`src/hdl/uart_trb_pkg.sv`:
```
// shared types, sizes and helpers for the uart transmit and receive ring buffers
`timescale 1ns / 1ps

package uart_trb_pkg;

	localparam int TX_DEPTH = 64;
	localparam int RX_DEPTH = 64;

	// pointers run modulo twice the depth so that full differs from empty
	localparam int TX_PW = $clog2(2 * TX_DEPTH);
	localparam int RX_PW = $clog2(2 * RX_DEPTH);
	localparam int TX_AW = $clog2(TX_DEPTH);
	localparam int RX_AW = $clog2(RX_DEPTH);

	localparam int LEVEL_W = 7;
	localparam int COUNT_W = 32;

	typedef enum logic [1:0] {
		OP_PUSH  = 2'd0,
		OP_POP   = 2'd1,
		OP_EVENT = 2'd2,
		OP_FLUSH = 2'd3
	} op_t;

	typedef enum logic [1:0] {
		ST_IDLE,
		ST_EXEC,
		ST_DONE
	} state_t;

	typedef struct packed {
		logic load;
		logic exec;
	} ctrl_cmd_t;

	function automatic logic [COUNT_W-1:0] sat_inc(input logic [COUNT_W-1:0] v);
		return (v == '1) ? v : v + COUNT_W'(1);
	endfunction

endpackage

```
`src/hdl/uart_trb_ctrl.sv`:
```
// request sequencer: capture, execute and result strobe
`timescale 1ns / 1ps

module uart_trb_ctrl (
	input  logic                   clk,
	input  logic                   arst_n,
	input  logic                   start,
	output logic                   busy,
	output logic                   done,
	output uart_trb_pkg::ctrl_cmd_t cmd
);

	uart_trb_pkg::state_t state_q, state_n;
	logic                 load;

	always_ff @(posedge clk or negedge arst_n) begin
		if (!arst_n) begin
			state_q <= uart_trb_pkg::ST_IDLE;
		end else begin
			state_q <= state_n;
		end
	end

	always_comb begin
		busy    = 1'b0;
		done    = 1'b0;
		load    = 1'b0;
		state_n = state_q;
		unique case (state_q)
			uart_trb_pkg::ST_IDLE: begin
				load = start;
				if (start) begin
					state_n = uart_trb_pkg::ST_EXEC;
				end
			end
			uart_trb_pkg::ST_EXEC: begin
				busy    = 1'b1;
				state_n = uart_trb_pkg::ST_DONE;
			end
			uart_trb_pkg::ST_DONE: begin
				// result shows this cycle while the next request may enter
				done = 1'b1;
				load = start;
				state_n = start ? uart_trb_pkg::ST_EXEC : uart_trb_pkg::ST_IDLE;
			end
			default: begin
				state_n = uart_trb_pkg::ST_IDLE;
			end
		endcase
		cmd.load = load;
		cmd.exec = (state_q == uart_trb_pkg::ST_EXEC);
	end

endmodule

```
`src/hdl/uart_trb_dp.sv`:
```
// ring memories, pointers, counters and result registers
`timescale 1ns / 1ps

module uart_trb_dp (
	input  logic                                clk,
	input  logic                                arst_n,
	input  uart_trb_pkg::ctrl_cmd_t             cmd,
	input  logic [1:0]                          op,
	input  logic [7:0]                          tx_byte,
	input  logic                                line_txe,
	input  logic                                line_rxne,
	input  logic [7:0]                          rx_byte,
	input  logic [3:0]                          err_flags,
	output logic                                accepted,
	output logic [7:0]                          rx_data,
	output logic                                line_tx_valid,
	output logic [7:0]                          line_tx_byte,
	output logic                                tx_irq_enabled,
	output logic [uart_trb_pkg::LEVEL_W-1:0]    tx_level,
	output logic [uart_trb_pkg::LEVEL_W-1:0]    rx_level,
	output logic [uart_trb_pkg::COUNT_W-1:0]    sent_count,
	output logic [uart_trb_pkg::COUNT_W-1:0]    received_count,
	output logic [uart_trb_pkg::COUNT_W-1:0]    error_count
);

	// captured request
	uart_trb_pkg::op_t op_q;
	logic [7:0]        tx_byte_q;
	logic              txe_q;
	logic              rxne_q;
	logic [7:0]        rx_byte_q;
	logic [3:0]        err_q;

	// memories and their registered read data
	logic [7:0] tx_mem [uart_trb_pkg::TX_DEPTH];
	logic [7:0] rx_mem [uart_trb_pkg::RX_DEPTH];
	logic [7:0] tx_rdata_q;
	logic [7:0] rx_rdata_q;

	logic [uart_trb_pkg::TX_PW-1:0] tx_wr_q, tx_rd_q, tx_wr_n, tx_rd_n;
	logic [uart_trb_pkg::RX_PW-1:0] rx_wr_q, rx_rd_q, rx_wr_n, rx_rd_n;
	logic                           tx_idle_q, tx_idle_n;
	logic [uart_trb_pkg::COUNT_W-1:0] sent_q, recv_q, err_cnt_q;
	logic [uart_trb_pkg::COUNT_W-1:0] sent_n, recv_n, err_cnt_n;

	logic [uart_trb_pkg::TX_AW-1:0] tx_wr_slot, tx_rd_slot;
	logic [uart_trb_pkg::RX_AW-1:0] rx_wr_slot, rx_rd_slot;
	logic [uart_trb_pkg::TX_PW-1:0] tx_wr_inc, tx_rd_inc, tx_lvl, tx_lvl_n;
	logic [uart_trb_pkg::RX_PW-1:0] rx_wr_inc, rx_rd_inc, rx_lvl, rx_lvl_n;
	logic [uart_trb_pkg::TX_PW:0]   tx_wrap, tx_wrap_n;
	logic [uart_trb_pkg::RX_PW:0]   rx_wrap, rx_wrap_n;

	logic       tx_we, rx_we;
	logic       acc_n, txv_n;
	logic [7:0] rxd_n, txb_n;

	// result registers
	logic                             accepted_q, line_tx_valid_q;
	logic [7:0]                       rx_data_q, line_tx_byte_q;
	logic [uart_trb_pkg::LEVEL_W-1:0] tx_level_q, rx_level_q;

	always_ff @(posedge clk) begin
		if (cmd.load) begin
			op_q      <= uart_trb_pkg::op_t'(op);
			tx_byte_q <= tx_byte;
			txe_q     <= line_txe;
			rxne_q    <= line_rxne;
			rx_byte_q <= rx_byte;
			err_q     <= err_flags;
		end
	end

	// slot of a pointer: fold the upper half back onto the store
	always_comb begin
		tx_wr_slot = (tx_wr_q >= uart_trb_pkg::TX_PW'(uart_trb_pkg::TX_DEPTH))
			? uart_trb_pkg::TX_AW'(tx_wr_q - uart_trb_pkg::TX_PW'(uart_trb_pkg::TX_DEPTH))
			: uart_trb_pkg::TX_AW'(tx_wr_q);
		tx_rd_slot = (tx_rd_q >= uart_trb_pkg::TX_PW'(uart_trb_pkg::TX_DEPTH))
			? uart_trb_pkg::TX_AW'(tx_rd_q - uart_trb_pkg::TX_PW'(uart_trb_pkg::TX_DEPTH))
			: uart_trb_pkg::TX_AW'(tx_rd_q);
		rx_wr_slot = (rx_wr_q >= uart_trb_pkg::RX_PW'(uart_trb_pkg::RX_DEPTH))
			? uart_trb_pkg::RX_AW'(rx_wr_q - uart_trb_pkg::RX_PW'(uart_trb_pkg::RX_DEPTH))
			: uart_trb_pkg::RX_AW'(rx_wr_q);
		rx_rd_slot = (rx_rd_q >= uart_trb_pkg::RX_PW'(uart_trb_pkg::RX_DEPTH))
			? uart_trb_pkg::RX_AW'(rx_rd_q - uart_trb_pkg::RX_PW'(uart_trb_pkg::RX_DEPTH))
			: uart_trb_pkg::RX_AW'(rx_rd_q);

		tx_wr_inc = (tx_wr_q == uart_trb_pkg::TX_PW'(2 * uart_trb_pkg::TX_DEPTH - 1))
			? '0 : tx_wr_q + uart_trb_pkg::TX_PW'(1);
		tx_rd_inc = (tx_rd_q == uart_trb_pkg::TX_PW'(2 * uart_trb_pkg::TX_DEPTH - 1))
			? '0 : tx_rd_q + uart_trb_pkg::TX_PW'(1);
		rx_wr_inc = (rx_wr_q == uart_trb_pkg::RX_PW'(2 * uart_trb_pkg::RX_DEPTH - 1))
			? '0 : rx_wr_q + uart_trb_pkg::RX_PW'(1);
		rx_rd_inc = (rx_rd_q == uart_trb_pkg::RX_PW'(2 * uart_trb_pkg::RX_DEPTH - 1))
			? '0 : rx_rd_q + uart_trb_pkg::RX_PW'(1);

		tx_wrap = {1'b0, tx_wr_q} + (uart_trb_pkg::TX_PW + 1)'(2 * uart_trb_pkg::TX_DEPTH)
			- {1'b0, tx_rd_q};
		rx_wrap = {1'b0, rx_wr_q} + (uart_trb_pkg::RX_PW + 1)'(2 * uart_trb_pkg::RX_DEPTH)
			- {1'b0, rx_rd_q};
		tx_lvl = (tx_wr_q >= tx_rd_q) ? tx_wr_q - tx_rd_q
			: uart_trb_pkg::TX_PW'(tx_wrap);
		rx_lvl = (rx_wr_q >= rx_rd_q) ? rx_wr_q - rx_rd_q
			: uart_trb_pkg::RX_PW'(rx_wrap);
	end

	always_comb begin
		tx_wr_n   = tx_wr_q;
		tx_rd_n   = tx_rd_q;
		rx_wr_n   = rx_wr_q;
		rx_rd_n   = rx_rd_q;
		tx_idle_n = tx_idle_q;
		sent_n    = sent_q;
		recv_n    = recv_q;
		err_cnt_n = err_cnt_q;
		tx_we     = 1'b0;
		rx_we     = 1'b0;
		acc_n     = 1'b0;
		txv_n     = 1'b0;
		rxd_n     = '0;
		txb_n     = '0;
		case (op_q)
			uart_trb_pkg::OP_PUSH: begin
				if (tx_lvl != uart_trb_pkg::TX_PW'(uart_trb_pkg::TX_DEPTH)) begin
					tx_we     = 1'b1;
					tx_wr_n   = tx_wr_inc;
					tx_idle_n = 1'b0;
					acc_n     = 1'b1;
				end
			end
			uart_trb_pkg::OP_POP: begin
				if (rx_wr_q != rx_rd_q) begin
					rxd_n   = rx_rdata_q;
					rx_rd_n = rx_rd_inc;
					acc_n   = 1'b1;
				end
			end
			uart_trb_pkg::OP_EVENT: begin
				acc_n = 1'b1;
				// transmit side first, then receive
				if (txe_q) begin
					if (tx_wr_q != tx_rd_q) begin
						txv_n     = 1'b1;
						txb_n     = tx_rdata_q;
						tx_rd_n   = tx_rd_inc;
						tx_idle_n = 1'b0;
						sent_n    = uart_trb_pkg::sat_inc(sent_q);
					end else begin
						tx_idle_n = 1'b1;
					end
				end
				if (rxne_q && (rx_lvl != uart_trb_pkg::RX_PW'(uart_trb_pkg::RX_DEPTH))) begin
					rx_we   = 1'b1;
					rx_wr_n = rx_wr_inc;
					recv_n  = uart_trb_pkg::sat_inc(recv_q);
				end
				if (err_q != 4'd0) begin
					err_cnt_n = uart_trb_pkg::sat_inc(err_cnt_q);
				end
			end
			uart_trb_pkg::OP_FLUSH: begin
				acc_n     = 1'b1;
				tx_wr_n   = '0;
				tx_rd_n   = '0;
				rx_wr_n   = '0;
				rx_rd_n   = '0;
				tx_idle_n = 1'b1;
			end
			default: begin
			end
		endcase

		tx_wrap_n = {1'b0, tx_wr_n} + (uart_trb_pkg::TX_PW + 1)'(2 * uart_trb_pkg::TX_DEPTH)
			- {1'b0, tx_rd_n};
		rx_wrap_n = {1'b0, rx_wr_n} + (uart_trb_pkg::RX_PW + 1)'(2 * uart_trb_pkg::RX_DEPTH)
			- {1'b0, rx_rd_n};
		tx_lvl_n = (tx_wr_n >= tx_rd_n) ? tx_wr_n - tx_rd_n
			: uart_trb_pkg::TX_PW'(tx_wrap_n);
		rx_lvl_n = (rx_wr_n >= rx_rd_n) ? rx_wr_n - rx_rd_n
			: uart_trb_pkg::RX_PW'(rx_wrap_n);
	end

	// reads are taken with the request, writes land in the execute cycle
	always_ff @(posedge clk) begin
		if (cmd.load) begin
			tx_rdata_q <= tx_mem[tx_rd_slot];
			rx_rdata_q <= rx_mem[rx_rd_slot];
		end
		if (cmd.exec && tx_we) begin
			tx_mem[tx_wr_slot] <= tx_byte_q;
		end
		if (cmd.exec && rx_we) begin
			rx_mem[rx_wr_slot] <= rx_byte_q;
		end
	end

	always_ff @(posedge clk or negedge arst_n) begin
		if (!arst_n) begin
			tx_wr_q   <= '0;
			tx_rd_q   <= '0;
			rx_wr_q   <= '0;
			rx_rd_q   <= '0;
			tx_idle_q <= 1'b1;
			sent_q    <= '0;
			recv_q    <= '0;
			err_cnt_q <= '0;
		end else if (cmd.exec) begin
			tx_wr_q   <= tx_wr_n;
			tx_rd_q   <= tx_rd_n;
			rx_wr_q   <= rx_wr_n;
			rx_rd_q   <= rx_rd_n;
			tx_idle_q <= tx_idle_n;
			sent_q    <= sent_n;
			recv_q    <= recv_n;
			err_cnt_q <= err_cnt_n;
		end
	end

	always_ff @(posedge clk) begin
		if (cmd.exec) begin
			accepted_q      <= acc_n;
			rx_data_q       <= rxd_n;
			line_tx_valid_q <= txv_n;
			line_tx_byte_q  <= txb_n;
			tx_level_q      <= uart_trb_pkg::LEVEL_W'(tx_lvl_n);
			rx_level_q      <= uart_trb_pkg::LEVEL_W'(rx_lvl_n);
		end
	end

	assign accepted       = accepted_q;
	assign rx_data        = rx_data_q;
	assign line_tx_valid  = line_tx_valid_q;
	assign line_tx_byte   = line_tx_byte_q;
	assign tx_irq_enabled = ~tx_idle_q;
	assign tx_level       = tx_level_q;
	assign rx_level       = rx_level_q;
	assign sent_count     = sent_q;
	assign received_count = recv_q;
	assign error_count    = err_cnt_q;

endmodule

```
`src/hdl/uart_tx_rx_ring_buffers_top.sv`:
```
// top level of the uart transmit and receive ring buffers
//
//  channel   handshake          payload
//  request   start / busy       op tx_byte line_txe line_rxne rx_byte err_flags
//  result    done (one cycle)   accepted rx_data line_tx_valid line_tx_byte
//                               tx_irq_enabled tx_level rx_level sent_count
//                               received_count error_count
//
// per request: memories read at the accepting edge, state and
// result registers updated in the execute cycle, done shown in the cycle after
// a new request may be accepted in the done cycle, but not while one is executing
// busy is high only in the execute cycle
// arst_n clears pointers, counters and the sequencer; ring contents are not cleared
// done lasts one cycle and the result ports are not held for the receiver
`timescale 1ns / 1ps

module uart_tx_rx_ring_buffers_top (
	input  logic                             clk,
	input  logic                             arst_n,
	input  logic                             start,
	output logic                             busy,
	input  logic [1:0]                       op,
	input  logic [7:0]                       tx_byte,
	input  logic                             line_txe,
	input  logic                             line_rxne,
	input  logic [7:0]                       rx_byte,
	input  logic [3:0]                       err_flags,
	output logic                             done,
	output logic                             accepted,
	output logic [7:0]                       rx_data,
	output logic                             line_tx_valid,
	output logic [7:0]                       line_tx_byte,
	output logic                             tx_irq_enabled,
	output logic [uart_trb_pkg::LEVEL_W-1:0] tx_level,
	output logic [uart_trb_pkg::LEVEL_W-1:0] rx_level,
	output logic [uart_trb_pkg::COUNT_W-1:0] sent_count,
	output logic [uart_trb_pkg::COUNT_W-1:0] received_count,
	output logic [uart_trb_pkg::COUNT_W-1:0] error_count
);

	uart_trb_pkg::ctrl_cmd_t cmd;

	uart_trb_ctrl u_ctrl (
		.clk    (clk),
		.arst_n (arst_n),
		.start  (start),
		.busy   (busy),
		.done   (done),
		.cmd    (cmd)
	);

	uart_trb_dp u_dp (
		.clk            (clk),
		.arst_n         (arst_n),
		.cmd            (cmd),
		.op             (op),
		.tx_byte        (tx_byte),
		.line_txe       (line_txe),
		.line_rxne      (line_rxne),
		.rx_byte        (rx_byte),
		.err_flags      (err_flags),
		.accepted       (accepted),
		.rx_data        (rx_data),
		.line_tx_valid  (line_tx_valid),
		.line_tx_byte   (line_tx_byte),
		.tx_irq_enabled (tx_irq_enabled),
		.tx_level       (tx_level),
		.rx_level       (rx_level),
		.sent_count     (sent_count),
		.received_count (received_count),
		.error_count    (error_count)
	);

endmodule

```
`config.mk`:
```
export PLATFORM = sky130hd
export DESIGN_NAME = uart_tx_rx_ring_buffers_top
export DESIGN_NICKNAME = d
export VERILOG_FILES = /design/src/hdl/uart_trb_pkg.sv /design/src/hdl/uart_trb_ctrl.sv /design/src/hdl/uart_trb_dp.sv /design/src/hdl/uart_tx_rx_ring_buffers_top.sv
export SDC_FILE = /design/constraint.sdc
export NUM_CORES = 1
export LEC_CHECK = 0
export ABC_CLOCK_PERIOD_IN_PS = 12100
export BUFFER_PORTS_ARGS = -buffer_cell sky130_fd_sc_hd__buf_4
export CAP_MARGIN = 20
export CORE_MARGIN = 3
export CORE_UTILIZATION = 45
export DETAILED_ROUTE_END_ITERATION = 6
export MAX_ROUTING_LAYER = met4
export SLEW_MARGIN = 20
export SYNTH_ARGS = -nofsm -noshare
export SYNTH_HDL_FRONTEND = slang
export SYNTH_SLANG_ARGS = --single-unit
```
`constraint.sdc`:
```
create_clock -name clk -period 12.1 [get_ports clk]
set_input_delay 0.605 -clock clk [delete_from_list [all_inputs] [get_ports clk]]
set_output_delay 0.605 -clock clk [all_outputs]
set_load 0.03 [all_outputs]
```
==> flow_summary.toml, run 1 <==
[floorplanning]
start_util_pct = 45.5
die_w_um = 339
dieArea_um2 = 115000
ioPinCount = 158
core.rowCount = 121
core_um2 = 109000
die_height_um = 339

[critical_path]
slowest_delay_ns = 0.90
r2r_slack_ns = 6.46
cp-startpoint = "u_dp.rx_rd_q[2]"
r2r_end = "u_dp.rx_level[6]"
crit_path_cell_trace = "inv_1 > ha_1 > nand2b_1 > a211oi_1 > o41ai_1 > nor2_1 > o21a_1 > and3_1 > a21o_1 > a22oi_1 > ha_1 > fa_1 > inv_1 > a21o_1 > a21oi_1 > o21bai_1 > a21oi_1 > xor2_1 > xnor2_1"
endpoint = "u_dp.rx_level[6]"
worst-path-max-fanout = 22
r2r-start = "u_dp.rx_rd_q[2]"
worstSetupPathType = "flip-flop to flip-flop"
rr_worst_depth = 19
end_kind = "flip-flop"
cp-start-kind = "flip-flop"
cp.required_ns = 12.56
crit_arrival_ns = 6.10
slowest_stage = "dfrtp_1"

[global_route]
grt_pass1_wl_um = 180000
antenna_found_initial = 0
overflow = 0
grt_max_degree = 72
grt_usage_pct = 21.5
grt_pass1_vias = 26800

[routing]
drcViolationCount = 0
viasPerCell = 5.80
ant_nets = 0
first_iter_violations = 2411
vias = 26500
wirelength_um = 121000
wire_per_inst_um = 26.4
first_pass_iters = 6

[synthesis]
syn_area_per_cell_um2 = 17.9
yosysTopAreaCell = "edfxtp_1"
synthCells = 2778
synth.distinct_cells = 79
ys.warnings.count = 0
ys_seq_elements = 1223
synth_area_leaders = "edfxtp_1 (66%), mux4_2 (10%), dfrtp_1 (6.3%)"
syn_area_um2 = 49800
yosysSeqAreaShare_pct = 72.5
ys.flop_type = "edfxtp_1"
synth_nets = 2846
synth_edf_count = 1096
synth.top_cell.area_share_pct = 66.1
synthArstFlopShare_pct = 10.4

[clock_network]
ctsLongestPathBuffers = 3
h-tree-depth = 4
cts_made_buffers = 131
cts_root_buf = "clkbuf_16"
clkTransAtPathRegs_ns = 0.06
cts_sinks = 1223
cts_resized = 0
clock_latency_ns = 0.73
cts_tree = "built"

[finish]
insertedDiodeCount = 0
area_growth_pct = 14.0
finalNetCount = 3047
drive_above_1_share_pct = 21.0
utilization_pct = 51.9

[sta]
skew_ns = 0.0294
setup-tns-final_ns = 0
slew_headroom_pct = 26.2
max_slew.worst_pin.slew_ns = 1.11
rsz0062_at_grt = "false"
setup_viol_count_final = 0
fmax_mhz = 177
drv_slew = 0
hold_violations = 0
min_period_ns = 5.64
period_share_pct = 46.6

[power_and_ir_drop]
p_leak_nw = 18.7
powerDensity_nw_per_um2 = 182
ir_drop_mv = 0.110

[hold_path]
hp-start = "op[0]"
hold_class = "primary input to flip-flop"

[status]
status = "finished clean"

[placement]
port_buffers = 157
gp_congestion = 0.856
dpl.hpwl_um = 75800

[run]
maxCapViolCount = 0
layer usage:
layer  share of wire (%)  global-route usage, %  wire length, um
met5                   0                      -                0
met1                  41                   28.0            49700
met2                  51                   35.3            61100
met3                 5.3                   3.38             6430
met4                 2.8                   6.40             3360
worst max-delay path: cells and delay by family, from the launching register on:
kind | cells | cell delay, ns
and+or+nand+nor | 3 | 0.53
adders and majority gates | 3 | 1.00
buffers and inverters | 2 | 0.71
DFF | 1 | 0.90
AOI/OAI and AO/OA | 9 | 1.94
xor gates and xnor gates | 2 | 0.29
layout make-up:
| cell class | count | area (um^2) |
|---|---|---|
| fill | 8718 | 52600 |
| multi-input combinational | 1382 | 13000 |
| tap | 1476 | 1850 |
| timing repair buffer | 196 | 1490 |
| clock inverter | 68 | 583 |
| sequential | 1223 | 36100 |
| clock buffer | 170 | 3550 |
| inverter | 45 | 169 |
power breakdown:
part / switching, mW / total, mW / internal, mW
Combinational: 0.943 / 1.66 / 0.719
Sequential: 0.137 / 4.82 / 4.68
Clock: 1.61 / 3.84 / 2.23
flip-flops by register name, summed over array words and instances, names as in the netlist, 2 cells and up:
name,cells
u_dp.rx_mem,512
u_dp.tx_mem,512
u_dp.error_count,32
u_dp.received_count,32
u_dp.sent_count,32
u_dp.line_tx_byte,8
u_dp.rx_byte_q,8
u_dp.rx_data,8
u_dp.rx_rdata_q,8
u_dp.tx_byte_q,8
u_dp.tx_rdata_q,8
u_dp.rx_level,7
u_dp.rx_rd_q,7
u_dp.rx_wr_q,7
u_dp.tx_level,7
u_dp.tx_rd_q,7
u_dp.tx_wr_q,7
u_dp.err_q,4
u_ctrl.state_q,2
u_dp.op_q,2
placed cells by master (no fill, tap or decap), types with 5 or more instances in the layout:
| cell | count |
|---|---|
| or2_2 | 9 |
| mux4_2 | 232 |
| xnor2_1 | 87 |
| a22oi_1 | 5 |
| a21o_1 | 8 |
| clkbuf_16 | 137 |
| edfxtp_1 | 1096 |
| a22o_1 | 11 |
| a21oi_1 | 47 |
| and2_1 | 21 |
| o221ai_1 | 77 |
| nand4_1 | 29 |
| nand3b_1 | 5 |
| nand3_1 | 56 |
| a21boi_0 | 5 |
| nor4_1 | 8 |
| clkinv_2 | 18 |
| mux2i_1 | 139 |
| dfrtp_1 | 122 |
| bufinv_16 | 7 |
| inv_1 | 39 |
| o21ai_0 | 43 |
| nand2_1 | 128 |
| mux2_2 | 5 |
| nor2b_1 | 9 |
| clkinvlp_4 | 8 |
| nor2_1 | 198 |
| nand2b_1 | 9 |
| buf_4 | 191 |
| clkinv_1 | 27 |
| and4_1 | 11 |
| a221oi_1 | 7 |
| clkbuf_1 | 33 |
| and3_1 | 32 |
| o22ai_1 | 24 |
| xor2_1 | 30 |
| ha_1 | 37 |
| nor3_1 | 35 |
cells in the mapped netlist, types with 4 or more instances:
cell / count
edfxtp_1: 1096
mux4_2: 232
nor2_1: 198
mux2i_1: 139
nand2_1: 130
dfrtp_1: 126
xnor2_1: 87
o221ai_1: 77
clkbuf_1: 71
nand3_1: 56
a21oi_1: 47
o21ai_0: 43
buf_2: 41
inv_1: 39
ha_1: 37
nor3_1: 35
and3_1: 32
xor2_1: 30
nand4_1: 29
o22ai_1: 24
and2_1: 21
buf_1: 13
a22o_1: 11
and4_1: 11
nor2b_1: 10
nand2b_1: 9
or2_2: 9
a21o_1: 8
nor4_1: 8
a221oi_1: 7
a21boi_0: 5
a22oi_1: 5
mux2_2: 5
nand3b_1: 5
a31oi_1: 4
fa_1: 4
o21a_1: 4
or3_1: 4
per-stage QoR:
stage	instance area (um^2)	worst slack [ns]	total power [mW]	cells	hold slack, ns
floorplan	49800	7.52	6.04	2778	0.309
global placement	52600	6.84	6.56	4319	0.479
detailed placement	52600	6.53	6.59	4319	0.484
CTS	56700	6.49	10.4	4560	0.0113
global route	56700	6.03	10.7	4560	0.0217
finish	56700	6.46	10.3	4560	0.0557
worst min path at each step:
stage | slack [ns] | end | cells past startpoint
floorplan | 0.31 | u_ctrl.state_q[0] | 0
global placement | 0.48 | u_dp.sent_count[9] | 1
detailed placement | 0.48 | u_dp.error_count[17] | 1
CTS | 0.01 | u_dp.err_q[0] | 1
global route | 0.02 | u_dp.tx_byte_q[6] | 1
finish | 0.06 | u_dp.op_q[0] | 1
timing repair:
action                     4_1_cts  5_1_grt
hold endpoints to repair        66        0
hold buffers                     3        0
setup endpoints to repair        0        0
buffers inserted                 0        0
cells by family after synthesis:
family                     count (synthesis)  share of synthesized area, %
DFF                                     1223                          72.5
and+or+nand+nor                          578                          5.58
muxes                                    376                          13.4
AOI/OAI and AO/OA                        269                          3.89
buffers and inverters                    173                          1.45
xor gates and xnor gates                 118                          2.09
adders and majority gates                 41                          1.09
Note: power is estimated with default switching activity, not from simulation.
==> run 2: changes to the inputs <==
- ABC_AREA: default -> 1
- ABC_CLOCK_PERIOD_IN_PS: 12100 -> 4900
- clock period: 12.1 -> 4.9 ns (I/O delays scaled with it)
==> run 2 against run 1 <==
  * Synthesized cell count up 55%
  * Count of clock-buffer cells in the layout grew 6
  * Setup slack lost 5.9 ns
  * Register-to-register slack worse by 5.9 ns
  * Flip-flop and latch count is the same
  * Sequential power rose by 140%
  * Wire length is 14% higher
==> flow_summary.toml, run 2 <==
[critical_path]
critPathBufInv = 3
cp-start-kind = "flip-flop"
worst-path-max-fanout = 9
cp.required_ns = 5.37
worstSetupPathType = "flip-flop to flip-flop"
slowest_stage = "dfrtp_1"
slowest_delay_ns = 0.46
end_kind = "flip-flop"
crit_path_cell_trace = "inv_1 > ha_1 > fa_1 > inv_1 > nand2_1 > nand2_1 > nand2_1 > nand2_1 > nand3_1 > nor2_1 > nand3_2 > nand2_4 > o21ai_0 > nand2_1 > nand3_1 > ha_1 > fa_1 > o21ai_0 > a21oi_1 > nor2_1 > nor2_1 > xnor2_1 > xor2_1 > inv_1"
crit_arrival_ns = 4.78
path_common_cell = "nand2_1"
cp_top_family = "adder cells"

[global_route]
grt_max_degree = 205
grt_usage_pct = 23.5
grt_pass1_vias = 32700
antenna_found_initial = 1
grt_pass1_wl_um = 205000
overflow = 0

[power_and_ir_drop]
total_power_mw = 26.3
powerDensity_nw_per_um2 = 451
p_int_mw = 18.6
clockPowerShare_pct = 36.4
ir_drop_mv = 0.378
switchingPower_mw = 7.76
pwr-share-seq_pct = 44.4
p_leak_nw = 20.4
switching_share_pct = 29.5
combPwrFrac_pct = 19.1

[synthesis]
ys.flop_type = "edfxtp_1"
synth.top_cell.area_share_pct = 64.2
synth_edf_count = 1096
synthArstFlopShare_pct = 10.4
synthCells = 4293
ys_seq_elements = 1223
ys.warnings.count = 0
synth.distinct_cells = 52
syn_area_per_cell_um2 = 11.9
synth_area_leaders = "edfxtp_1 (64%), dfrtp_1 (6.2%), nor2_1 (6.0%)"
synth_most_common_cell = "edfxtp_1"
syn_area_um2 = 51300
synthTopCellsByCount = "edfxtp_1 (1096), nor2_1 (822), o21ai_0 (606)"
yosysTopAreaCell = "edfxtp_1"
yosysSeqAreaShare_pct = 70.4
synth_nets = 4361

[finish]
layout_commonest_cell = "edfxtp_1"
multiInputGateArea_um2 = 13600
reg.largest.list = "u_dp.rx_mem: 512 flops, u_dp.tx_mem: 512 flops"
finalNetCount = 4507
utilization_pct = 51.8
fillCellCount = 9810
design_area_um2 = 58400
final_cell_mix = "edfxtp_1 (1096), nor2_1 (820), o21ai_0 (606)"
seqCellArea_um2 = 36100
drive_above_1_share_pct = 10.5
area_growth_pct = 13.9

[clock_network]
cts_tree = "built"
h-tree-depth = 4
cts_resized = 0
cts_sinks = 1223
clock_latency_ns = 0.73
cts_root_buf = "clkbuf_16"
ctsLongestPathBuffers = 3
cts_made_buffers = 132
clkTransAtPathRegs_ns = 0.06

[sta]
hold_violations = 0
rsz0062_at_grt = "false"
setup_viol_count_final = 0
min_period_ns = 4.31
slew_headroom_pct = 30.6
drv_slew = 0
setup-tns-final_ns = 0
skew_ns = 0.0338
fmax_mhz = 232
max_slew.worst_pin.slew_ns = 1.04
period_share_pct = 88.0

[routing]
ant_nets = 0
viasPerCell = 5.71
wire_per_inst_um = 22.7
drcViolationCount = 0
wirelength_um = 137000
vias = 34500
first_pass_iters = 6
first_iter_violations = 3557

[run]
maxCapViolCount = 0

[floorplanning]
core_um2 = 113000
start_util_pct = 45.4
ioPinCount = 158
dieArea_um2 = 118000
core.rowCount = 123
die_height_um = 344
die_w_um = 344

[placement]
gp_congestion = 0.852
dpl.hpwl_um = 80300
port_buffers = 157
placed_area_um2 = 53900

[hold_path]
hold_class = "primary input to asynchronous set/reset pin"

[status]
status = "finished clean"
run 2: cell count changes after synthesis, moves of 53 or more:
| cell | previous run | this run |
|---|---|---|
| o22ai_1 | 24 | 221 |
| o21ai_0 | 43 | 606 |
| mux4_2 | 232 | 0 |
| clkbuf_1 | 71 | 187 |
| nor2_1 | 198 | 822 |
| xor2_1 | 30 | 83 |
| xnor2_1 | 87 | 29 |
| nand3_1 | 56 | 109 |
| nand2_1 | 130 | 409 |
| inv_1 | 39 | 150 |
| mux2i_1 | 139 | 2 |
run 2: per-stage QoR:
| step | setup WS [ns] | instances | hold WS [ns] |
|---|---|---|---|
| floorplan | 0.837 | 4293 | -0.0506 |
| global placement | 0.701 | 5776 | 0.286 |
| detailed placement | 0.687 | 5777 | 0.285 |
| CTS | 0.640 | 6032 | 0.0550 |
| global route | 0.110 | 6034 | 0.116 |
| finish | 0.589 | 6035 | 0.0991 |
run 2: path summary, 6_finish.rpt:
| kind | start | to | slack [ns] | cells past startpoint |
|---|---|---|---|---|
| max in group asynchronous | arst_n | u_dp.tx_rd_q[0] | 3.79 | 3 |
| min in group clk | err_flags[0] | u_dp.err_q[0] | 0.22 | 2 |
| setup / recovery | u_dp.rx_wr_q[0] | u_dp.rx_level[6] | 0.59 | 24 |
| hold reg to reg | u_dp.error_count[16] | u_dp.error_count[16] | 0.50 | 1 |
| hold / removal | arst_n | u_dp.error_count[24] | 0.1 | 2 |
| setup reg to reg | u_dp.rx_wr_q[0] | u_dp.rx_level[6] | 0.59 | 24 |
run 2: power by group through the flow:
stage / clock [mW] / combinational [mW] / sequential, mW
6_report: 9.59 / 5.03 / 11.7
3_5_place_dp: 0 / 4.99 / 11.9
2_1_floorplan: 0 / 3.17 / 12.1
3_3_place_gp: 0 / 4.96 / 11.9
5_1_grt: 10.1 / 5.54 / 11.7
4_1_cts: 9.76 / 5.02 / 11.7
run 2: repair_timing:
action / CTS / global route
buffers inserted: 0 / 0
hold buffers: 26 / 0
endpoints found under the hold margin: 91 / 0
run 2: cells by family (layout without fill, tap and decap cells):
group / after synthesis / in the layout / share of synthesized area (%)
muxes: 2 / 2 / 0.0391
xor gates and xnor gates: 112 / 112 / 1.91
buffers and inverters: 401 / 642 / 3.05
AOI/OAI and AO/OA: 1023 / 1023 / 11.2
adders and majority gates: 41 / 41 / 1.06
DFF: 1223 / 1223 / 70.4
and+or+nand+nor: 1491 / 1491 / 12.3
other: 0 / 1 / 0
run 2: layout make-up:
cell class	instances	share of cell area, %
clock buffer	176	6.28
antenna	1	0.00429
clock inverter	53	0.840
timing repair buffer	245	3.39
inverter	168	1.11
tap	1500	3.21
multi-input combinational	2669	23.3
sequential	1223	61.8
run 2: routing by layer:
layer / part of all wire [%] / vias up / GRT usage, %
met5: 0 / - / -
met4: 2.5 / 0 / 6.65
met3: 6.3 / 240 / 3.34
met2: 48 / 1248 / 37.3
met1: 43 / 17100 / 31.8
li1: - / 15900 / -
run 2: worst register-to-register path: cells and delay by family (launching register included):
kind | cells | cell delay, ns
DFF | 1 | 0.46
and+or+nand+nor | 12 | 1.13
AOI/OAI and AO/OA | 3 | 0.55
adders and majority gates | 4 | 1.26
buffers and inverters | 3 | 0.33
xor gates and xnor gates | 2 | 0.34
